**config.mk**
```make
export PLATFORM = sky130hd
export DESIGN_NAME = dem_cell
export DESIGN_NICKNAME = d
export VERILOG_FILES = /design/src/rtl/core/dem_pkg.sv /design/src/rtl/core/dem_cell.sv
export SDC_FILE = /design/constraint.sdc
export NUM_CORES = 1
export LEC_CHECK = 0
export BUFFER_PORTS_ARGS = -buffer_cell sky130_fd_sc_hd__buf_2
export CAP_MARGIN = 20
export CORE_MARGIN = 3
export CORE_UTILIZATION = 41
export DETAILED_ROUTE_END_ITERATION = 16
export GPL_TIMING_DRIVEN = 0
export PLACE_DENSITY_LB_ADDON = 0.3
export SYNTH_ARGS = -nofsm -noshare
export SYNTH_HDL_FRONTEND = slang
export SYNTH_SLANG_ARGS = --single-unit
```
**constraint.sdc**
```tcl
create_clock -name clock -period 0.8 [get_ports clock]
set_input_delay 0.04 -clock clock [delete_from_list [all_inputs] [get_ports clock]]
set_output_delay 0.04 -clock clock [all_outputs]
set_load 0.02 [all_outputs]
```
**src/rtl/core/dem_pkg.sv**
```systemverilog
// ----------------------------------------------------------------------------
// dem_pkg: shared types and constants of the disparity edge mask
// Holds the transaction structs, stage control structs and sizing constants.
// ----------------------------------------------------------------------------
`default_nettype none

package dem_pkg;

   // Frame size limits.
   localparam int unsigned MAX_WIDTH  = 1024;
   localparam int unsigned MAX_HEIGHT = 1024;
   localparam int unsigned MIN_DIM    = 3;

   // Field and register widths.
   localparam int unsigned PIX_W       = 8;
   localparam int unsigned CSR_DATA_W  = 11;
   localparam int unsigned CSR_INDEX_W = 2;

   // Column counter indexes the line memories; row counter runs two rows past
   // the frame while the tail drains.
   localparam int unsigned COL_W = $clog2(MAX_WIDTH);
   localparam int unsigned ROW_W = $clog2(MAX_HEIGHT + 3);

   // Columns held by the cell chain (3x3 window).
   localparam int unsigned WINDOW = 3;

   // Register indexes of the configuration port.
   localparam logic [CSR_INDEX_W-1:0] CSR_THRESHOLD = 2'd0;
   localparam logic [CSR_INDEX_W-1:0] CSR_WIDTH     = 2'd1;
   localparam logic [CSR_INDEX_W-1:0] CSR_HEIGHT    = 2'd2;

   // Reset values of the registers.
   localparam logic [PIX_W-1:0]      THRESHOLD_RESET = 8'd3;
   localparam logic [CSR_DATA_W-1:0] WIDTH_RESET     = 11'd450;
   localparam logic [CSR_DATA_W-1:0] HEIGHT_RESET    = 11'd375;

   typedef enum logic {
      OP_PIXEL = 1'b0,
      OP_FLUSH = 1'b1
   } op_type;

   typedef struct packed {
      op_type           op;
      logic [PIX_W-1:0] disparity_in;
   } req_type;

   typedef struct packed {
      logic [PIX_W-1:0] disparity_out;
      logic             edge_mark;
      logic             transparent;
      logic             last_pixel;
   } rsp_type;

   // One column of the window: r0 is the newest row, r2 the oldest.
   typedef struct packed {
      logic [PIX_W-1:0] r0;
      logic [PIX_W-1:0] r1;
      logic [PIX_W-1:0] r2;
   } pix_col_type;

   typedef struct packed {
      logic r0;
      logic r1;
      logic r2;
   } flag_col_type;

   // Contents of one line memory entry: the two older rows of a column.
   typedef struct packed {
      logic [PIX_W-1:0] r1;
      logic [PIX_W-1:0] r2;
   } pix_pair_type;

   typedef struct packed {
      logic r1;
      logic r2;
   } flag_pair_type;

   // Item handed from the input sequencer to the datapath.
   typedef struct packed {
      logic             go;
      logic             test;
      logic             emit;
      logic             last;
      logic [COL_W-1:0] col;
      logic [PIX_W-1:0] disparity;
   } item_type;

   // Control that travels with an item down the pipeline.
   typedef struct packed {
      logic             test;
      logic             emit;
      logic             last;
      logic [COL_W-1:0] col;
   } stage_ctl_type;

endpackage

`default_nettype wire

```
**src/rtl/core/dem_cell.sv**
```systemverilog
// ----------------------------------------------------------------------------
// dem_cell: one column cell of the 3x3 window chain
// Holds one pixel column and one edge flag column and passes each on to the
// next cell when its side of the pipeline advances.
// ----------------------------------------------------------------------------
`default_nettype none

module dem_cell (
   input  logic                  clock,
   input  logic                  pix_shift,
   input  dem_pkg::pix_col_type  pix_in,
   output dem_pkg::pix_col_type  pix_out,
   input  logic                  flag_shift,
   input  dem_pkg::flag_col_type flag_in,
   output dem_pkg::flag_col_type flag_out
);

   dem_pkg::pix_col_type  pix_ff;
   dem_pkg::pix_col_type  pix_in_w;
   dem_pkg::flag_col_type flag_ff;
   dem_pkg::flag_col_type flag_in_w;

   always_comb begin
      pix_in_w  = pix_shift  ? pix_in  : pix_ff;
      flag_in_w = flag_shift ? flag_in : flag_ff;
   end

   always_ff @(posedge clock) begin
      pix_ff  <= pix_in_w;
      flag_ff <= flag_in_w;
   end

   assign pix_out  = pix_ff;
   assign flag_out = flag_ff;

endmodule

`default_nettype wire

```
==> qor.yml <==
crit_buf_inv: 1
cp-end-kind: "primary output"
gp_routability_congestion: 0.698
cts-root-buf: "clkbuf_4"
swShare: 0.228
cts_tree: "done"
clock_path_buffers: 2
wirelength_um: 2070
holdPathStages: 1
start_kind: "register"
fin_area_sq_mm: 0.00150
htreeDepth: 1
drtIter0Drc: 0
syn_area_sq_um: 811
n_antenna_cell: 0
clkSinkCount: 27
cts_post_setup_buffers_inserted: 0
nets: 146
min-delay-start: "pix_shift"
cp_slowest_stage_delay_ps: 440
dp.cells: 108
crit_required_ps: 760
grt_max_degree: 25
ir_drop_v: 0.00159
hold_path_end: "pix_out[4]"
p_switching_mw: 0.630
antenna_found_initial: 0
cellPowerDensity_mw_per_mm2: 1840
rsz0062_at_grt: "yes"
path_max_fanout: 1
clkTransAtPathRegs_ps: 130
via_count: 615
min_period_ps: 937
combPwrFrac: 0.182
path_delay_family: "flip-flops"
ys_ff_latch: 27
layout-drive-gt1-share: 0.513
finalSetupViolCount: 27
syn_avg_cell_area_sq_um: 30.0
grt_pass1_vias: 680
violations: "negative setup slack"
multi_input_cells: 0
viasPerCell: 4.39
core.rowCount: 15
p_int_mw: 2.14
setup_ws_ps: -137
slew-limit-headroom: 0.657
first_pass_iters: 1
startpoint: "pix_out[15]"
synthToLayoutAreaGrowth_pct: 85.5
dpl_cell_area_sq_mm: 0.00112
leakage_nw: 0.642
grt_overflow_total: 0
maxCapViolations: 0
place_ws_ps: -34.9
slowest_stage: "edfxtp_1"
tightest_slew_ps: 515
die_w_um: 50.5
synth_nets: 57
drv_slew: 0
hold_class: "primary input to register"
worstPathCellList: "buf_6"
multi_input_area_sq_um: 0
critical_path_arrival_ps: 900
finalHoldViolCount: 0
synthCells: 27
die_area_sq_mm: 0.00255
stdcell_count: 140
ant_nets: 0
fp.dieH_um: 50.5
outcome: "complete, but fails checks"
ios: 57
synth_warnings: 0
fp.coreArea_sq_mm: 0.00180
initial_utilization: 0.450
critPathKind: "register to primary output"
grt_pass1_wl_um: 3150
p_clk_frac: 0.197
io_buffers: 56
finish.utilization: 0.835
track_usage: 0.172
wl_per_cell_um: 14.8
seqPwrFrac: 0.621
synth-seq-area-share: 1.00
cts_buffers: 3
min_period_over_period: 1.17
route.detailed.drc: 0
synthDistinctLibCells: 1
max_freq_mhz: 1070
synth_stat cells, drive strengths merged:
master,n,area [sq um]
edfxtp,27,811
registers in the layout (all words and copies together), names as in the netlist:
| register | count |
|---|---|
| pix_out | 24 |
| flag_out | 3 |
cells in the final DEF, fill, tap and decap left out:
master and count:
edfxtp_1 27, clkbuf_1 1, buf_6 12, dlygate4sd3_1 28
clkbuf_4 3, buf_2 44
worst max path at each step:
stage / slack [ps] / to / cells after the start
2_1_floorplan: 310 / flag_out[0] / 0
3_3_place_gp: -20 / pix_out[10] / 1
3_5_place_dp: -30 / pix_out[6] / 1
4_1_cts: -130 / flag_out[1] / 1
5_1_grt: -190 / pix_out[15] / 1
6_report: -140 / pix_out[15] / 1
what timing repair did:
action / CTS / global route
gates resized for setup: 2 / 22
endpoints found under the hold margin: 30 / 0
endpoints found under the setup margin: 27 / 27
hold buffers: 28 / 0
through the flow:
stage	hold WS [ps]	TNS (ps)	power (mW)
after global routing	231	-3900	2.89
after detailed placement	218	-819	2.08
after global placement	217	-451	2.07
after floorplan	139	0	1.89
final	229	-2570	2.77
after CTS	229	-2550	2.69
power by group through the flow:
stage	clock network, mW	logic (mW)	registers (mW)
2_1_floorplan	0	0	1.89
3_3_place_gp	0	0.335	1.73
3_5_place_dp	0	0.338	1.74
4_1_cts	0.543	0.446	1.71
5_1_grt	0.633	0.530	1.73
6_report	0.544	0.503	1.72
cell type report:
| class | instances | area [sq um] |
|---|---|---|
| flip-flops and latches | 27 | 811 |
| repair buffers | 84 | 636 |
| fillers | 96 | 298 |
| well taps | 25 | 31.3 |
| clock buffers | 4 | 26.3 |
cell families (layout without fill, tap and decap cells):
kind of cell,count (synthesis),in the layout,share of synthesized area
flip-flops,27,27,1.00
buffers and inverters,0,88,0
layer usage:
metal / global-route usage / part of all wire
met1: 0.167 / 0.34
met2: 0.324 / 0.55
met3: 0.0534 / 0.064
met4: 0.0807 / 0.046
met5: 0 / 0
Power figures use the tool's default switching activity.
