**config.mk**
```make
export PLATFORM = sky130hd
export DESIGN_NAME = dem_rsp_fifo
export DESIGN_NICKNAME = d
export VERILOG_FILES = /design/src/rtl/core/dem_pkg.sv /design/src/rtl/core/dem_rsp_fifo.sv
export SDC_FILE = /design/constraint.sdc
export NUM_CORES = 1
export LEC_CHECK = 0
export BUFFER_PORTS_ARGS = -buffer_cell sky130_fd_sc_hd__buf_2
export CORE_MARGIN = 10
export CORE_UTILIZATION = 45
export DETAILED_ROUTE_END_ITERATION = 12
export PLACE_DENSITY = 0.69
export SETUP_SLACK_MARGIN = 0.2
export SLEW_MARGIN = 10
export SYNTH_ARGS = -nofsm -noshare
export SYNTH_HDL_FRONTEND = slang
export SYNTH_SLANG_ARGS = --single-unit
```
**constraint.sdc**
```tcl
create_clock -name clock -period 3.2 [get_ports clock]
set_clock_uncertainty 0.15 [all_clocks]
set_input_delay 0.16 -clock clock [delete_from_list [all_inputs] [get_ports clock]]
set_output_delay 0.16 -clock clock [all_outputs]
set_load 0.01 [all_outputs]
```
**src/rtl/core/dem_pkg.sv**
```systemverilog
// ----------------------------------------------------------------------------
// dem_pkg: shared types and constants of the disparity edge mask
// Holds the transaction structs, stage control structs and sizing constants.
// ----------------------------------------------------------------------------
`default_nettype none

package dem_pkg;

   // Frame size limits.
   localparam int unsigned MAX_WIDTH  = 1024;
   localparam int unsigned MAX_HEIGHT = 1024;
   localparam int unsigned MIN_DIM    = 3;

   // Field and register widths.
   localparam int unsigned PIX_W       = 8;
   localparam int unsigned CSR_DATA_W  = 11;
   localparam int unsigned CSR_INDEX_W = 2;

   // Column counter indexes the line memories; row counter runs two rows past
   // the frame while the tail drains.
   localparam int unsigned COL_W = $clog2(MAX_WIDTH);
   localparam int unsigned ROW_W = $clog2(MAX_HEIGHT + 3);

   // Columns held by the cell chain (3x3 window).
   localparam int unsigned WINDOW = 3;

   // Register indexes of the configuration port.
   localparam logic [CSR_INDEX_W-1:0] CSR_THRESHOLD = 2'd0;
   localparam logic [CSR_INDEX_W-1:0] CSR_WIDTH     = 2'd1;
   localparam logic [CSR_INDEX_W-1:0] CSR_HEIGHT    = 2'd2;

   // Reset values of the registers.
   localparam logic [PIX_W-1:0]      THRESHOLD_RESET = 8'd3;
   localparam logic [CSR_DATA_W-1:0] WIDTH_RESET     = 11'd450;
   localparam logic [CSR_DATA_W-1:0] HEIGHT_RESET    = 11'd375;

   typedef enum logic {
      OP_PIXEL = 1'b0,
      OP_FLUSH = 1'b1
   } op_type;

   typedef struct packed {
      op_type           op;
      logic [PIX_W-1:0] disparity_in;
   } req_type;

   typedef struct packed {
      logic [PIX_W-1:0] disparity_out;
      logic             edge_mark;
      logic             transparent;
      logic             last_pixel;
   } rsp_type;

   // One column of the window: r0 is the newest row, r2 the oldest.
   typedef struct packed {
      logic [PIX_W-1:0] r0;
      logic [PIX_W-1:0] r1;
      logic [PIX_W-1:0] r2;
   } pix_col_type;

   typedef struct packed {
      logic r0;
      logic r1;
      logic r2;
   } flag_col_type;

   // Contents of one line memory entry: the two older rows of a column.
   typedef struct packed {
      logic [PIX_W-1:0] r1;
      logic [PIX_W-1:0] r2;
   } pix_pair_type;

   typedef struct packed {
      logic r1;
      logic r2;
   } flag_pair_type;

   // Item handed from the input sequencer to the datapath.
   typedef struct packed {
      logic             go;
      logic             test;
      logic             emit;
      logic             last;
      logic [COL_W-1:0] col;
      logic [PIX_W-1:0] disparity;
   } item_type;

   // Control that travels with an item down the pipeline.
   typedef struct packed {
      logic             test;
      logic             emit;
      logic             last;
      logic [COL_W-1:0] col;
   } stage_ctl_type;

endpackage

`default_nettype wire

```
**src/rtl/core/dem_rsp_fifo.sv**
```systemverilog
// ----------------------------------------------------------------------------
// dem_rsp_fifo: two-entry result queue
// Decouples the pipeline from the result channel so that a new transaction
// is taken while a finished result waits.
// ----------------------------------------------------------------------------
`default_nettype none

module dem_rsp_fifo (
   input  logic             clock,
   input  logic             reset,
   input  logic             push,
   input  dem_pkg::rsp_type push_data,
   output logic             full,
   output logic             rsp_valid,
   input  logic             rsp_ready,
   output dem_pkg::rsp_type rsp_data
);

   localparam int unsigned DEPTH = 2;

   dem_pkg::rsp_type             entry_ff [DEPTH];
   logic [$clog2(DEPTH)-1:0]     wr_ptr_ff, wr_ptr_in;
   logic [$clog2(DEPTH)-1:0]     rd_ptr_ff, rd_ptr_in;
   logic [$clog2(DEPTH+1)-1:0]   count_ff, count_in;
   logic                         pop;

   always_comb begin
      pop       = rsp_valid && rsp_ready;
      wr_ptr_in = push ? wr_ptr_ff + 1'b1 : wr_ptr_ff;
      rd_ptr_in = pop  ? rd_ptr_ff + 1'b1 : rd_ptr_ff;
      count_in  = count_ff;
      unique case ({push, pop})
         2'b10:   count_in = count_ff + 1'b1;
         2'b01:   count_in = count_ff - 1'b1;
         default: count_in = count_ff;
      endcase
   end

   always_ff @(posedge clock) begin
      if (reset) begin
         wr_ptr_ff <= '0;
         rd_ptr_ff <= '0;
         count_ff  <= '0;
      end else begin
         wr_ptr_ff <= wr_ptr_in;
         rd_ptr_ff <= rd_ptr_in;
         count_ff  <= count_in;
      end
   end

   always_ff @(posedge clock) begin
      if (push) begin
         entry_ff[wr_ptr_ff] <= push_data;
      end
   end

   assign full      = (32'(count_ff) == DEPTH);
   assign rsp_valid = (count_ff != '0);
   assign rsp_data  = entry_ff[rd_ptr_ff];

endmodule

`default_nettype wire

```
==> qor.csv, run 1 <==
stage,metric,value,unit
sta,Worst-Margin Slew,0.882,ns
clock_tree,"Clk Latency, worst-skew pair",0.30,ns
synth,cell taking the most area after synthesis,edfxtp_1,
clock_tree,Clock Sinks,27,
setup_path,R2R Path Start,count_ff[0],
setup_path,CP Data Arrival Time,1.49,ns
setup_path,Crit path required time,2.89,ns
grt,initial antenna violation count,0,
place,post-DP HPWL,1.25,mm
finish,final core occ,0.611,
finish,"Design Area, Final",1330,um2
synth,Ys Warns,0,
floorplan,Die W,67.3,um
sta,count of final hold-check violations,0,
clock_tree,total CTS buffers,3,
finish,diode count,0,
floorplan,die height,67.3,um
drt,TritonRoute pass-1 iters,2,
finish,area grow syn2layout,32.0,%
setup_path,Critical Path Sink Type,output port,
setup_path,critical path peak fanout,11,
synth,Synth cell types,16,
drt,DRT iter0 DRCs,18,
outcome,status,"complete, no violations",
worst_hold_path,hold_sp,rsp_ready,
floorplan,die area,4520,um2
synth,Syn Nets,73,
sta,Final Slew Violations,0,
power_and_ir_drop,P_leak,0.517,nW
place,port buffer count,27,
drt,post-route ant nets,0,
drt,WL per Instance,12.9,um
place,GPL Wtd Cong,0.633,
clock_tree,Worst-path clk slew,0.13,ns
synth,dominant cells by area after synthesis,"edfxtp_1, mux2_2, dfxtp_1",
sta,RSZ-0062 raised after global routing,no,
sta,normalized max-slew margin,0.410,
drt,DR vias,578,
grt,largest net degree at the start of global routing,15,
sta,Tmin final,1.80,ns
flow_run,max_cap viols,0,
finish,fill count,187,
floorplan,total core area,2170,um2
grt,first-pass GRT wire length,2.59,mm
synth,Post-Syn Instances,57,
synth,Synth Register Bits,27,
setup_path,startpoint types,flip-flop,
sta,final period utilization,0.563,
clock_tree,H-tree Lvls,1,
worst_hold_path,hold depth,4,
synth,share of the yosys chip area belonging to registers,0.757,
setup_path,R2R setup slack,1.61,ns
sta,Max Fclk,555,MHz
drt,Post-Route WL,1.65,mm
power_and_ir_drop,Peak VDD IR,381,uV
floorplan,io pins,28,
worst_hold_path,Worst Hold Class,in -> reg,
clock_tree,clock buffer depth,2,
sta,"Setup violations, final",0,
finish,layout cells sized above 1,0.430,
finish,Total Nets Final,117,
clock_tree,Post-CTS Setup Bufs,0,
drt,Post-Route M1 WL,654,um
drt,drt drc,0,
drt,top routing layer in use,met4,
setup_path,Reg2Reg Depth,4,
drt,DR WL met3,132,um
drt,post-DR vias/cell,4.52,
setup_path,r2r endpoint,count_ff[1],
floorplan,initial core utilization,0.463,
power_and_ir_drop,P per Cell Area,614,nW/um2
grt,total global routing track utilization,0.0754,
grt,vias in the first global route,595,
floorplan,row count,17,
setup_path,Setup Crit Path Kind,reg -> out,
drt,met2 WL,853,um
grt,global route overflow,0,
clock_tree,root buf cell,clkbuf_4,
synth,syn_area_per_cell,17.6,um2
synth,Yosys top cell area share,0.658,
place,Placed Area,1170,um2
sta,total negative slack,0,ns
synth,Mapped Area,1000,um2
clock_tree,TritonCTS clock tree,built,
[through the flow]
| stage | power (mW) | std cells | worst slack [ns] | hold slack (ns) |
|---|---|---|---|---|
| final | 0.814 | 128 | 1.40 | 0.123 |
| after detailed placement | 0.681 | 111 | 1.63 | 0.203 |
| after floorplan | 0.604 | 57 | 1.70 | 0.0791 |
| after global routing | 0.863 | 128 | 1.27 | 0.135 |
| after global placement | 0.675 | 111 | 1.65 | 0.202 |
| after CTS | 0.830 | 128 | 1.36 | 0.111 |
[power breakdown]
part	switching, mW	leakage [nW]	internal [mW]
Clock	0.0862	0.0150	0.0486
Combinational	0.0931	0.255	0.127
Sequential	0.0386	0.248	0.421
Total	0.218	0.517	0.596
[worst max-delay path, cell delays in order (launching register included)]
cell,delay [ns]
dfxtp_1,0.65
mux2_2,0.39
buf_2,0.14
[area by class of cell]
| cell class | instances | area [um2] | area share |
|---|---|---|---|
| tap | 28 | 35.0 | 0.0264 |
| clock buffer | 4 | 26.3 | 0.0198 |
| sequential | 27 | 761 | 0.574 |
| multi-input combinational | 28 | 235 | 0.177 |
| inverter | 1 | 3.75 | 0.00283 |
| timing repair buffer | 40 | 265 | 0.200 |
[synth_stat cells (all sizes together)]
master and count:
or3 1, ha 1, xor2 1, and2 1
a21oi 1, mux2 11, nor2 5, inv 1
o21a 1, edfxtp 22, o21ai 1, or2 1
and2b 1, xnor2 3, buf 1, dfxtp 5
[placed cells by master, fill, tap and decap left out]
| cell type | count |
|---|---|
| nor2_1 | 5 |
| a21oi_1 | 1 |
| clkbuf_4 | 3 |
| xor2_1 | 1 |
| clkbuf_1 | 1 |
| o21ai_0 | 1 |
| and2_1 | 1 |
| inv_1 | 1 |
| dfxtp_1 | 5 |
| or2_2 | 1 |
| or3_1 | 1 |
| ha_1 | 1 |
| edfxtp_1 | 22 |
| mux2_2 | 11 |
| and2b_2 | 1 |
| xnor2_1 | 3 |
| buf_2 | 27 |
| dlygate4sd3_1 | 13 |
| o21a_1 | 1 |
[sequential cells by signal, summed over array words and instances, names as in the netlist, named ones only]
name	cells
count_ff	2
entry_ff	22
rd_ptr_ff	1
wr_ptr_ff	1
[cell families after synthesis]
logic type | Yosys count | share of synthesized area
buffers and inverters | 2 | 0.00871
adder cells (fa/ha/maj) | 1 | 0.0125
multiplexers | 11 | 0.123
XOR/XNOR | 4 | 0.0349
AND/OR/NAND/NOR | 9 | 0.0461
AO/OA/AOI/OAI | 3 | 0.0174
flip-flops | 27 | 0.757
[metal layers]
| layer | global-route usage | vias to the layer above |
|---|---|---|
| li1 | - | 294 |
| met1 | 0.0886 | 268 |
| met2 | 0.115 | 14 |
| met3 | 0.0331 | 2 |
| met4 | 0.0385 | 0 |
| met5 | 0 | - |
[timing repair]
action / in CTS / in global routing
resized for setup: 0 / 0
hold buffers: 13 / 0
hold endpoints to repair: 27 / 0
[worst max-delay path by stage]
stage                     slack, ns              end   startpoint
final                          1.40      rsp_data[9]    flip-flop
after global routing           1.27      rsp_data[9]    flip-flop
after CTS                      1.36      rsp_data[5]    flip-flop
after detailed placement       1.63  entry_ff[0][10]    wr_ptr_ff
after global placement         1.65   entry_ff[0][0]         push
after floorplan                1.70      count_ff[1]  count_ff[0]
No activity file was read; power rests on OpenSTA's default activity.
==> run 2, diff against run 1 <==
ABC_AREA = 1   (was unset)
clock period = 1.8 ns   (was 3.2 ns; I/O delays follow)
==> qor.csv, run 2 <==
stage,metric,value,unit
setup_path,R2R setup slack,0.37,ns
sta,Final Slew Violations,0,
floorplan,die area,4740,um2
floorplan,Die W,68.8,um
floorplan,initial core utilization,0.481,
synth,Synth cell types,18,
floorplan,die height,68.8,um
synth,Syn Nets,87,
grt,vias in the first global route,683,
setup_path,r2r endpoint,count_ff[1],
flow_run,max_cap viols,0,
setup_path,Crit path required time,1.56,ns
sta,"Setup violations, final",0,
clock_tree,"Clk Latency, worst-skew pair",0.30,ns
sta,Worst-Margin Slew,0.493,ns
drt,post-DR vias/cell,4.58,
finish,layout cells sized above 1,0.462,
setup_path,Crit-path slowest cell,dfxtp_2,
finish,"commonest non-fill, non-tap cell in the layout",buf_2,
setup_path,worst stage delay on the critical path,0.37,ns
sta,Max Fclk,661,MHz
setup_path,CP Data Arrival Time,1.27,ns
outcome,status,"complete, no violations",
setup_path,worst path buffer plus inverter count,2,
setup_path,Setup Crit Path Kind,reg -> out,
floorplan,row count,17,
grt,largest net degree at the start of global routing,15,
finish,"commonest cells after routing, fill and taps aside","buf_2, edfxtp_1, dlygate4sd3_1",
worst_hold_path,Worst Hold Class,in -> reg,
power_and_ir_drop,P_leak,0.607,nW
synth,syn_area_per_cell,15.1,um2
drt,Post-Route WL,2.04,mm
finish,most flop-heavy register,entry_ff,
grt,total global routing track utilization,0.0875,
setup_path,"CP delay by family, top",flip-flops,
synth,ys flop type,edfxtp_1,
setup_path,R2R Path Start,count_ff[0],
power_and_ir_drop,Pwr Total,1.27,mW
clock_tree,total CTS buffers,3,
setup_path,crit-path cells,"buf_6, mux2_2, buf_2",
synth,share of the yosys chip area belonging to registers,0.709,
setup_path,end point of the critical path,rsp_data[1],
place,Cell Count Post-Placement,127,
sta,normalized max-slew margin,0.671,
setup_path,Stages on worst setup path,3,
synth,most common cell in the synthesized netlist,edfxtp_1,
finish,diode count,0,
drt,WL per Instance,13.9,um
clock_tree,root buf cell,clkbuf_4,
setup_path,startpoint types,flip-flop,
synth,Yosys top cell area share,0.615,
sta,RSZ-0062 raised after global routing,yes,
clock_tree,H-tree Lvls,1,
grt,initial antenna violation count,0,
drt,DR vias,673,
clock_tree,Clock Sinks,27,
clock_tree,Worst-path clk slew,0.12,ns
synth,Async SR Flop Fraction,0,
sta,Tmin final,1.51,ns
finish,largest registers,"entry_ff x22, count_ff x2",
place,port buffer count,27,
drt,DRT iter0 DRCs,15,
finish,fin cells,147,
drt,TritonRoute pass-1 iters,3,
clock_tree,TritonCTS clock tree,built,
synth,dominant cells by area after synthesis,"edfxtp_1, dfxtp_1, mux2_2",
floorplan,total core area,2230,um2
grt,first-pass GRT wire length,3.14,mm
synth,Ys Warns,0,
synth,Mapped Area,1070,um2
synth,Post-Syn Instances,71,
power_and_ir_drop,P per Cell Area,871,nW/um2
power_and_ir_drop,Peak VDD IR,537,uV
clock_tree,clock buffer depth,2,
setup_path,Critical Path Sink Type,output port,
grt,global route overflow,0,
finish,max reg flops,22,
drt,drt drc,0,
sta,count of final hold-check violations,0,
place,GPL Wtd Cong,0.711,
synth,Post-synth top cells,"edfxtp_1, nor2_1, inv_1, mux2_2",
sta,total negative slack,0,ns
synth,Synth Register Bits,27,
synth,cell taking the most area after synthesis,edfxtp_1,
setup_path,Reg2Reg Depth,10,
finish,area grow syn2layout,35.7,%
drt,post-route ant nets,0,
finish,Total Nets Final,136,
place,post-DP HPWL,1.44,mm
sta,final period utilization,0.841,
setup_path,critical path peak fanout,6,
floorplan,io pins,28,
synth,Post-synth EDFFs,22,
## run 2: layer usage
layer  part of all wire  GRT usage  up-vias
met1               0.38     0.0975      317
met2               0.54      0.155       16
met3              0.083     0.0354        0
li1                   -          -      340
met5                  0          0        -
met4                  0     0.0148        0
## run 2: report_power, final
part	internal, mW	leakage [nW]	switching, mW	total (mW)
Sequential	0.723	0.249	0.0208	0.743
Combinational	0.149	0.344	0.139	0.288
Clock	0.0863	0.0150	0.151	0.237
## run 2: how the worst min path moves through the flow
| stage | start | endpoint | slack, ns | depth (start not counted) |
|---|---|---|---|---|
| after global placement | reset | wr_ptr_ff | 0.12 | 2 |
| after global routing | reset | wr_ptr_ff | 0.32 | 3 |
| after CTS | reset | wr_ptr_ff | 0.32 | 3 |
| after floorplan | reset | wr_ptr_ff | 0.02 | 1 |
| after detailed placement | reset | wr_ptr_ff | 0.13 | 2 |
| final | reset | wr_ptr_ff | 0.35 | 3 |
## run 2: through the flow
step                      worst slack (ns)  hold WS [ns]  cell area (um2)   util
after floorplan                      0.405        0.0193             1070      -
after global placement               0.390         0.124             1250  0.559
after detailed placement             0.292         0.132             1250  0.559
after CTS                            0.208         0.324             1410  0.633
after global routing                 0.196         0.324             1460  0.652
final                                0.286         0.345             1460  0.652
## run 2: cell type report
cell class,instances,area [um2]
multi-input cells,34,275
inverters,9,41.3
fillers,197,777
clock buffers,4,26.3
well taps,28,35.0
repair buffers,45,313
flip-flops and latches,27,766
## run 2: cell families after synthesis
| family | synth area share |
|---|---|
| mux | 0.129 |
| buf+inv | 0.0466 |
| flops | 0.709 |
| compound gates | 0.0175 |
| simple gates | 0.0862 |
| fa+ha+maj | 0.0117 |
## run 2: worst reg2reg max path, stage by stage, from the launching register on
cell	delay [ns]
dfxtp_4	0.38
inv_4	0.08
nand2_4	0.06
nand2_4	0.07
clkinv_4	0.06
ha_4	0.27
inv_1	0.05
nand2_1	0.06
nor2_1	0.04
nor2_1	0.08
nor2_1	0.05
## run 2: timing repair
item | in CTS | in global routing
gates resized for setup | 0 | 10
hold buffers | 14 | 0
endpoints found under the hold margin | 27 | 0
setup endpoints to repair | 0 | 12
setup buffers | 0 | 1
