==> config.mk <==
export PLATFORM = sky130hd
export DESIGN_NAME = dem_ctrl
export DESIGN_NICKNAME = d
export VERILOG_FILES = /design/src/rtl/core/dem_pkg.sv /design/src/rtl/core/dem_ctrl.sv
export SDC_FILE = /design/constraint.sdc
export NUM_CORES = 1
export LEC_CHECK = 0
export ABC_AREA = 0
export BUFFER_PORTS_ARGS = -buffer_cell sky130_fd_sc_hd__buf_2
export CORE_MARGIN = 10
export CORE_UTILIZATION = 63
export CTS_BUF_LIST = sky130_fd_sc_hd__clkbuf_2
export DETAILED_ROUTE_END_ITERATION = 6
export GPL_ROUTABILITY_DRIVEN = 0
export GPL_TIMING_DRIVEN = 0
export MAX_ROUTING_LAYER = met4
export PLACE_DENSITY = 0.88
export SETUP_SLACK_MARGIN = 0.3
export SLEW_MARGIN = 20
export SYNTH_ARGS = -nofsm -noshare
export SYNTH_HDL_FRONTEND = slang
export SYNTH_SLANG_ARGS = --single-unit
==> constraint.sdc <==
create_clock -name clock -period 8.45 [get_ports clock]
set_input_delay 0.4225 -clock clock [delete_from_list [all_inputs] [get_ports clock]]
set_output_delay 0.4225 -clock clock [all_outputs]
set_load 0.01 [all_outputs]
==> src/rtl/core/dem_pkg.sv <==
// ----------------------------------------------------------------------------
// dem_pkg: shared types and constants of the disparity edge mask
// Holds the transaction structs, stage control structs and sizing constants.
// ----------------------------------------------------------------------------
`default_nettype none

package dem_pkg;

   // Frame size limits.
   localparam int unsigned MAX_WIDTH  = 1024;
   localparam int unsigned MAX_HEIGHT = 1024;
   localparam int unsigned MIN_DIM    = 3;

   // Field and register widths.
   localparam int unsigned PIX_W       = 8;
   localparam int unsigned CSR_DATA_W  = 11;
   localparam int unsigned CSR_INDEX_W = 2;

   // Column counter indexes the line memories; row counter runs two rows past
   // the frame while the tail drains.
   localparam int unsigned COL_W = $clog2(MAX_WIDTH);
   localparam int unsigned ROW_W = $clog2(MAX_HEIGHT + 3);

   // Columns held by the cell chain (3x3 window).
   localparam int unsigned WINDOW = 3;

   // Register indexes of the configuration port.
   localparam logic [CSR_INDEX_W-1:0] CSR_THRESHOLD = 2'd0;
   localparam logic [CSR_INDEX_W-1:0] CSR_WIDTH     = 2'd1;
   localparam logic [CSR_INDEX_W-1:0] CSR_HEIGHT    = 2'd2;

   // Reset values of the registers.
   localparam logic [PIX_W-1:0]      THRESHOLD_RESET = 8'd3;
   localparam logic [CSR_DATA_W-1:0] WIDTH_RESET     = 11'd450;
   localparam logic [CSR_DATA_W-1:0] HEIGHT_RESET    = 11'd375;

   typedef enum logic {
      OP_PIXEL = 1'b0,
      OP_FLUSH = 1'b1
   } op_type;

   typedef struct packed {
      op_type           op;
      logic [PIX_W-1:0] disparity_in;
   } req_type;

   typedef struct packed {
      logic [PIX_W-1:0] disparity_out;
      logic             edge_mark;
      logic             transparent;
      logic             last_pixel;
   } rsp_type;

   // One column of the window: r0 is the newest row, r2 the oldest.
   typedef struct packed {
      logic [PIX_W-1:0] r0;
      logic [PIX_W-1:0] r1;
      logic [PIX_W-1:0] r2;
   } pix_col_type;

   typedef struct packed {
      logic r0;
      logic r1;
      logic r2;
   } flag_col_type;

   // Contents of one line memory entry: the two older rows of a column.
   typedef struct packed {
      logic [PIX_W-1:0] r1;
      logic [PIX_W-1:0] r2;
   } pix_pair_type;

   typedef struct packed {
      logic r1;
      logic r2;
   } flag_pair_type;

   // Item handed from the input sequencer to the datapath.
   typedef struct packed {
      logic             go;
      logic             test;
      logic             emit;
      logic             last;
      logic [COL_W-1:0] col;
      logic [PIX_W-1:0] disparity;
   } item_type;

   // Control that travels with an item down the pipeline.
   typedef struct packed {
      logic             test;
      logic             emit;
      logic             last;
      logic [COL_W-1:0] col;
   } stage_ctl_type;

endpackage

`default_nettype wire

==> src/rtl/core/dem_ctrl.sv <==
// ----------------------------------------------------------------------------
// dem_ctrl: configuration registers and input sequencer
// Tracks the raster position of the next transaction, including the flush
// positions past the frame, and decides what each transaction does.
// ----------------------------------------------------------------------------
`default_nettype none

module dem_ctrl (
   input  logic                                clock,
   input  logic                                reset,
   input  logic                                csr_write_en,
   input  logic [dem_pkg::CSR_INDEX_W-1:0]     csr_index,
   input  logic [dem_pkg::CSR_DATA_W-1:0]      csr_wdata,
   input  dem_pkg::req_type                    req_data,
   input  logic                                accept,
   output dem_pkg::item_type                   item,
   output logic [dem_pkg::PIX_W-1:0]           threshold
);

   logic [dem_pkg::PIX_W-1:0]      threshold_ff, threshold_in;
   logic [dem_pkg::CSR_DATA_W-1:0] width_ff, width_in;
   logic [dem_pkg::CSR_DATA_W-1:0] height_ff, height_in;
   logic [dem_pkg::ROW_W-1:0]      row_ff, row_in;
   logic [dem_pkg::COL_W-1:0]      col_ff, col_in;

   logic in_frame;
   logic real_pix;
   logic flush_ok;
   logic col_wrap;

   function automatic logic [dem_pkg::CSR_DATA_W-1:0] clamp_dim(
      input logic [dem_pkg::CSR_DATA_W-1:0] raw,
      input int unsigned                    limit
   );
      logic [dem_pkg::CSR_DATA_W-1:0] res;
      if (32'(raw) < dem_pkg::MIN_DIM) begin
         res = dem_pkg::CSR_DATA_W'(dem_pkg::MIN_DIM);
      end else if (32'(raw) > limit) begin
         res = dem_pkg::CSR_DATA_W'(limit);
      end else begin
         res = raw;
      end
      return res;
   endfunction

   always_comb begin
      in_frame = 32'(row_ff) < 32'(height_ff);
      real_pix = (req_data.op == dem_pkg::OP_PIXEL) && in_frame;
      flush_ok = (req_data.op == dem_pkg::OP_FLUSH) && !in_frame;
      col_wrap = (32'(col_ff) + 32'd1) >= 32'(width_ff);

      item.go        = real_pix || flush_ok;
      item.test      = real_pix && (32'(row_ff) >= 32'd2) && (32'(col_ff) >= 32'd2);
      // The reported pixel trails the arriving one by two rows and two columns.
      item.emit      = (32'(row_ff) > 32'd2) || ((32'(row_ff) == 32'd2) &&
                                                 (32'(col_ff) >= 32'd2));
      // The last pixel of the frame leaves with the flush two rows and one
      // column past the end of the frame.
      item.last      = flush_ok && (32'(row_ff) == (32'(height_ff) + 32'd2)) &&
                       (32'(col_ff) == 32'd1);
      item.col       = col_ff;
      item.disparity = req_data.disparity_in;
   end

   always_comb begin
      threshold_in = threshold_ff;
      width_in     = width_ff;
      height_in    = height_ff;
      row_in       = row_ff;
      col_in       = col_ff;
      if (csr_write_en) begin
         unique case (csr_index)
            dem_pkg::CSR_THRESHOLD: begin
               threshold_in = csr_wdata[dem_pkg::PIX_W-1:0];
            end
            dem_pkg::CSR_WIDTH: begin
               width_in = clamp_dim(csr_wdata, dem_pkg::MAX_WIDTH);
               row_in   = '0;
               col_in   = '0;
            end
            dem_pkg::CSR_HEIGHT: begin
               height_in = clamp_dim(csr_wdata, dem_pkg::MAX_HEIGHT);
               row_in    = '0;
               col_in    = '0;
            end
            default: begin
            end
         endcase
      end else if (accept && item.go) begin
         priority if (item.last) begin
            row_in = '0;
            col_in = '0;
         end else if (col_wrap) begin
            row_in = row_ff + dem_pkg::ROW_W'(1);
            col_in = '0;
         end else begin
            col_in = col_ff + dem_pkg::COL_W'(1);
         end
      end
   end

   always_ff @(posedge clock) begin
      if (reset) begin
         threshold_ff <= dem_pkg::THRESHOLD_RESET;
         width_ff     <= dem_pkg::WIDTH_RESET;
         height_ff    <= dem_pkg::HEIGHT_RESET;
         row_ff       <= '0;
         col_ff       <= '0;
      end else begin
         threshold_ff <= threshold_in;
         width_ff     <= width_in;
         height_ff    <= height_in;
         row_ff       <= row_in;
         col_ff       <= col_in;
      end
   end

   assign threshold = threshold_ff;

endmodule

`default_nettype wire

==> metrics.csv, run 1 <==
stage,metric,value,unit
status,outcome,completed,
cells_and_area,# diodes,0,
logic_synthesis,"FF+latch count, synth",51,
floorplanning,Starting Density,0.657,
grt,first-pass GRT wire length,14200,microns
logic_synthesis,"Seq/Total Area, Yosys",0.300,
floorplanning,CORE AREA,5170,sq um
clock_network,H-Tree Level Count,2,
sta,Final Hold Viols,0,
logic_synthesis,"area leader, netlist",dfxtp_1,
route,Vias/cell,5.98,
logic_synthesis,Mapped Area,3400,sq um
logic_synthesis,leading post-synthesis cells by cell area,"dfxtp_1 (30%), ha_1 (12%), a21oi_1 (4.6%)",
cells_and_area,area grow syn2layout,10.6,%
clock_network,TritonCTS Buffers,5,
worst_setup_path,crit-path cells,inv_1 -> ha_1 -> nor2b_1 -> o21a_1 -> o21a_1 -> o211ai_1 -> a21boi_0 -> o31ai_1 -> a21oi_1 -> ha_1 -> nand4b_1 -> or4_1 -> a311oi_2 -> and3_2 -> buf_2,
sta,Final setup viols,0,
placed_design,Cell Count Post-Placement,527,
worst_setup_path,Setup CP Type,reg2out,
sta,Clock Skews,0.0267,ns
route,antenna-violating nets left,0,
route,DRC Markers,0,
floorplanning,FP Rows,26,
logic_synthesis,Post-synth ARST share,0,
clock_network,Resized cells post-CTS,0,
sta,RSZ-0062 raised after global routing,false,
clock_network,Post-CTS Setup Bufs,0,
cells_and_area,nets@finish,523,
worst_setup_path,Required @ worst endpoint,8.03,ns
logic_synthesis,top-area cell type share of the netlist area,0.300,
clock_network,Clock Sink Count,51,
floorplanning,Die Y,93.5,microns
job,max-cap viol count,0,
placed_design,hpwl dp,6730,microns
pwr,maximum vdd drop,0.109,mV
route,DRT iter0 DRCs,322,
worst_setup_path,CP max stage cell,or4_1,
grt,vias in the first global route,3079,
logic_synthesis,most common cell in the synthesized netlist,dfxtp_1,
pwr,Leak,1.76,nW
route,DR pass1 iterations,5,
route,final WL,8540,microns
logic_synthesis,Syn Nets,471,
logic_synthesis,Synth Flop Type,dfxtp_1,
clock_network,clk buf depth,2,
logic_synthesis,"Avg Cell Area, Syn",8.25,sq um
pwr,PD cells,112,nW/um^2
clock_network,hold buffer count at CTS,0,
sta,TNS Setup,0,ns
worst_setup_path,CP arrival,3.86,ns
logic_synthesis,Post-synth EDFFs,0,
sta,fmax,233,MHz
route,vias,3201,
worst_setup_path,Setup crit end kind,output port,
grt,pin count of the biggest net entering global routing,18,
hold_path,Hold WC Path Type,in2reg,
floorplanning,num ports,56,
clock_network,clock-pin slew on the worst setup and hold paths,0.28,ns
worst_setup_path,crit-path max FO,5,
worst_setup_path,CP startpoint kind,register,
floorplanning,die area,8740,sq um
clock_network,CTS root buffer,clkbuf_2,
grt,grt total ovfl,0,
clock_network,TritonCTS clock tree,built,
sta,headroom to the max-slew limit,0.558,
cells_and_area,layout cells sized above 1,0.163,
grt,GR Util All Layers,0.201,
sta,fin crit period,4.29,ns
logic_synthesis,Post-Synthesis Cells,412,
sta,Tcrit/Tclk final,0.507,
route,wire length per cell,16.0,microns
logic_synthesis,Commonest cells post-synth,"dfxtp_1 (51), nand2_1 (34), ha_1 (33), inv_1 (33), a21oi_1 (31)",
sta,final slew viol count,0,
floorplanning,Die Wd,93.5,microns
placed_design,# port buffers,45,
cells_and_area,post-route insts no fill,535,
logic_synthesis,count of different cell masters after synthesis,55,
sta,worst slew pin tran,0.663,ns
logic_synthesis,Ys Warns,0,
worst_setup_path,max incr delay on CP,0.55,ns
clock_network,Clock Latency Late Sink,0.47,ns
grt,initial antenna violation count,0,
## per-stage QoR
step / total power, mW / hold WS, ns / area [sq um] / setup WS [ns] / util
after CTS: 0.424 / 0.159 / 3760 / 4.18 / 0.727
after global placement: 0.317 / 0.439 / 3710 / 4.78 / 0.718
after detailed placement: 0.319 / 0.445 / 3710 / 4.69 / 0.718
after floorplan: 0.298 / 0.435 / 3400 / 5.23 / -
final: 0.423 / 0.162 / 3760 / 4.16 / 0.727
after global routing: 0.441 / 0.138 / 3760 / 3.97 / 0.727
## logic make-up after synthesis
kind of cell	count (synthesis)	share of synthesized area
xor+xnor	14	0.0361
buf+inv	59	0.0787
simple gates	144	0.235
mux	2	0.00625
compound gates	109	0.222
flops	51	0.300
fa+ha+maj	33	0.121
## flip-flops by register name, indices dropped and copies added, names as in the netlist
register / count
row_ff: 11
threshold: 8
height_ff: 11
width_ff: 11
col_ff: 10
## layout by cell type (no fill, tap or decap), drive strengths merged, types with 7 or more instances in the layout
| cell type | synthesis | routed |
|---|---|---|
| a211o | 12 | 12 |
| a21oi | 31 | 31 |
| a311oi | 10 | 10 |
| a31oi | 20 | 20 |
| and3 | 15 | 15 |
| buf | 12 | 57 |
| clkbuf | 14 | 19 |
| dfxtp | 51 | 51 |
| ha | 33 | 33 |
| inv | 33 | 35 |
| nand2 | 34 | 34 |
| nand2b | 11 | 11 |
| nand3 | 7 | 7 |
| nor2 | 21 | 21 |
| nor3b | 12 | 12 |
| nor4 | 8 | 8 |
| o21ai | 9 | 9 |
| or2b | 7 | 7 |
| xor2 | 9 | 9 |
## final timing paths
path                              startpoint           end  slack, ns  cells past startpoint
worst min-delay path            csr_wdata[6]  threshold[6]       0.16                      3
worst max register to register  height_ff[1]     row_ff[4]       4.57                     17
worst min register to register  threshold[5]  threshold[5]       0.47                      2
worst max-delay path            height_ff[1]      item[18]       4.16                     15
## critical path, delay by kind of cell (launching register included)
| kind | cells | cell delay, ns |
|---|---|---|
| compound gates | 7 | 1.22 |
| simple gates | 4 | 1.04 |
| flops | 1 | 0.48 |
| fa+ha+maj | 2 | 0.46 |
| buf+inv | 2 | 0.19 |
## routing by layer
| layer | vias up | share of wire | wire, microns | global-route usage |
|---|---|---|---|---|
| li1 | 1593 | - | - | - |
| met1 | 1509 | 0.42 | 3620 | 0.230 |
| met2 | 90 | 0.50 | 4310 | 0.344 |
| met3 | 9 | 0.059 | 502 | 0.0424 |
| met4 | 0 | 0.012 | 102 | 0.0630 |
| met5 | - | 0 | 0 | - |
## report_power, final
part | switching, mW | leakage (nW) | internal (mW) | total, mW
Combinational | 0.0375 | 1.31 | 0.0260 | 0.0635
Clock | 0.0845 | 0.0337 | 0.0224 | 0.107
Sequential | 0.00546 | 0.414 | 0.247 | 0.253
Total | 0.128 | 1.76 | 0.295 | 0.423
## layout make-up
type / instances / area (sq um)
sequential: 51 / 1020
clock inverter: 3 / 22.5
timing repair buffer: 45 / 225
tap: 70 / 87.6
clock buffer: 5 / 25.0
buffer: 26 / 144
fill: 421 / 1410
inverter: 33 / 124
multi-input combinational: 302 / 2110
No activity file was read; power rests on OpenSTA's default activity.
==> run 2: changes to the inputs <==
--- a/config.mk
+++ b/config.mk
@@ -8,13 +8,13 @@
 export ABC_AREA = 0
 export BUFFER_PORTS_ARGS = -buffer_cell sky130_fd_sc_hd__buf_2
 export CORE_MARGIN = 10
-export CORE_UTILIZATION = 63
+export CORE_UTILIZATION = 59
 export CTS_BUF_LIST = sky130_fd_sc_hd__clkbuf_2
 export DETAILED_ROUTE_END_ITERATION = 6
 export GPL_ROUTABILITY_DRIVEN = 0
 export GPL_TIMING_DRIVEN = 0
 export MAX_ROUTING_LAYER = met4
-export PLACE_DENSITY = 0.88
+export PLACE_DENSITY = 0.83
 export SETUP_SLACK_MARGIN = 0.3
 export SLEW_MARGIN = 20
 export SYNTH_ARGS = -nofsm -noshare
==> constraint.sdc (replaced) <==
create_clock -name clock -period 4 [get_ports clock]
set_input_delay 0.2 -clock clock [delete_from_list [all_inputs] [get_ports clock]]
set_output_delay 0.2 -clock clock [all_outputs]
set_load 0.01 [all_outputs]
==> metrics.csv, run 2 (synthesized netlist as in run 1, its figures left out) <==
stage,metric,value,unit,change
route,vias,3354,,+4.8%
clock_network,Clock Sink Count,51,,unchanged
cells_and_area,area grow syn2layout,21.0,%,
cells_and_area,Finished Core Util,0.743,,+0.0154
floorplanning,Starting Density,0.614,,-0.0437
route,antenna-violating nets left,0,,unchanged
grt,GR Util All Layers,0.206,,+0.00465
pwr,Leak,1.87,nW,+6.2%
cells_and_area,# diodes,0,,unchanged
sta,headroom to the max-slew limit,0.512,,-0.0457
pwr,part of the power in registers,0.577,,-0.020
sta,hold slack,0.126,ns,-0.0361 ns
pwr,maximum vdd drop,0.235,mV,+110%
clock_network,CTS root buffer,clkbuf_2,,
floorplanning,num ports,56,,unchanged
grt,pin count of the biggest net entering global routing,17,,-1
cells_and_area,register area,1040,sq um,+1.8%
sta,Final Hold Viols,0,,unchanged
clock_network,Clock Latency Late Sink,0.47,ns,about the same
floorplanning,Die Y,95.9,microns,+2.6%
pwr,Clock power frac,0.247,,-0.006
clock_network,clk buf depth,2,,unchanged
worst_setup_path,Setup CP Type,reg2out,,
grt,GRT busiest layer,met2,,
cells_and_area,biggest regs,"height_ff: 11 flops, row_ff: 11 flops, width_ff: 11 flops",,
grt,vias in the first global route,3194,,+3.7%
route,DR pass1 iterations,5,,unchanged
floorplanning,CORE AREA,5540,sq um,+7.1%
clock_network,clock-pin slew on the worst setup and hold paths,0.28,ns,about the same
pwr,Gate power share,0.176,,+0.026
cells_and_area,"commonest non-fill, non-tap cell in the layout",buf_2,,
worst_setup_path,Required @ worst endpoint,3.80,ns,-4.23 ns
cells_and_area,area of the multi-input gates,2260,sq um,+6.8%
floorplanning,Die Wd,95.9,microns,+2.6%
sta,Clock Skews,0.0245,ns,-0.00218 ns
grt,GRT met2 Usage,0.353,,+0.00931
grt,met1 GRT Util,0.239,,+0.00931
pwr,PD cells,224,nW/um^2,+99%
cells_and_area,Finished Cell Area,4110,sq um,+9.4%
pwr,Tot Pwr,921,uW,+120%
sta,Final setup viols,0,,unchanged
pwr,switching pwr,283,uW,+120%
sta,final slew viol count,0,,unchanged
cells_and_area,layout cells sized above 1,0.242,,+0.0788
route,wire length per cell,17.3,microns,+8.3%
cells_and_area,most frequent cells in the layout,"buf_2 (45), dfxtp_1 (44), nand2_1 (34)",,
cells_and_area,Layout fillers,400,,-5.0%
grt,first-pass GRT wire length,14900,microns,+5.1%
worst_setup_path,CP arrival,3.51,ns,-0.35 ns
placed_design,hpwl dp,6790,microns,+0.90%
pwr,Sw Ratio,0.307,,+0.00558
clock_network,H-Tree Level Count,2,,unchanged
sta,fmax,269,MHz,
clock_network,TritonCTS clock tree,built,,
status,outcome,completed,,
route,DRC Markers,0,,unchanged
grt,grt total ovfl,0,,unchanged
grt,met3 Use GR,0.0350,,-0.00735
placed_design,# port buffers,45,,unchanged
cells_and_area,nets@finish,541,,+3.4%
placed_design,Placed Area,3720,sq um,about the same
grt,initial antenna violation count,0,,unchanged
clock_network,TritonCTS Buffers,5,,unchanged
floorplanning,FP Rows,27,,+3.8%
route,DRT iter0 DRCs,225,,-30%
sta,Tcrit/Tclk final,0.929,,
sta,fin crit period,3.71,ns,
job,max-cap viol count,0,,unchanged
sta,TNS Setup,0,ns,unchanged
sta,post-route setup slack,0.286,ns,-3.88 ns
cells_and_area,post-route insts no fill,555,,+3.7%
pwr,P_int,638,uW,+120%
route,final WL,9590,microns,+12%
placed_design,Cell Count Post-Placement,529,,+0.38%
sta,RSZ-0062 raised after global routing,true,,
placed_design,pre-CTS setup slack,0.167,ns,-4.53 ns
hold_path,Hold WC Path Type,in2reg,,
sta,worst slew pin tran,0.722,ns,+0.0594 ns
worst_setup_path,CP startpoint kind,register,,
worst_setup_path,Setup crit end kind,output port,,
worst_setup_path,crit-path max FO,2,,-3
route,Vias/cell,6.04,,+1.0%
floorplanning,die area,9200,sq um,+5.3%
==> run 2: worst max-delay path, stage by stage, from the launching register on <==
cell,delay (ns)
dfxtp_4,0.42
inv_4,0.03
ha_4,0.25
nor2b_4,0.12
o21a_1,0.11
o21a_1,0.11
o211ai_1,0.08
a21boi_1,0.21
o31ai_2,0.09
a21oi_2,0.17
ha_2,0.18
nand4b_1,0.09
or4_4,0.56
a311oi_4,0.26
and3_4,0.23
buf_2,0.12
==> run 2: final cells by class <==
class,instances,share of cell area
Tap cell,72,0.0219
Sequential cell,51,0.253
Clock buffer,6,0.00730
Inverter,33,0.0307
Timing Repair Buffer,63,0.0976
Buffer,26,0.0374
Clock inverter,2,0.00395
Multi-Input combinational cell,302,0.548
==> run 2: worst paths after layout <==
| check | startpoint | to | slack [ns] | cells after the start |
|---|---|---|---|---|
| worst max-delay path | height_ff[1] | item[18] | 0.29 | 15 |
| worst min-delay path | csr_wdata[9] | height_ff[9] | 0.13 | 4 |
| worst max register to register | col_ff[1] | col_ff[2] | 0.37 | 14 |
| worst min register to register | threshold[3] | threshold[3] | 0.48 | 2 |
==> run 2: metal layers <==
layer  vias to the layer above  wire length, microns
met4                         0                   210
met2                       129                  4820
met3                        26                   607
li1                       1629                     -
met5                         -                     0
met1                      1570                  3950
==> run 2: power by group through the flow <==
stage / registers (mW) / logic, mW / clock network [mW]
floorplan: 0.541 / 0.0884 / 0
global placement: 0.542 / 0.128 / 0
finish: 0.531 / 0.162 / 0.227
detailed placement: 0.543 / 0.133 / 0
CTS: 0.533 / 0.143 / 0.227
global route: 0.533 / 0.176 / 0.244
==> run 2: repair_timing <==
| action | CTS | global route |
|---|---|---|
| hold endpoints to repair | 8 | 0 |
| buffers inserted | 4 | 4 |
| gates resized for setup | 7 | 43 |
| cloned | 0 | 2 |
| endpoints found under the setup margin | 21 | 22 |
| hold buffers | 8 | 0 |
| pin swaps | 3 | 18 |
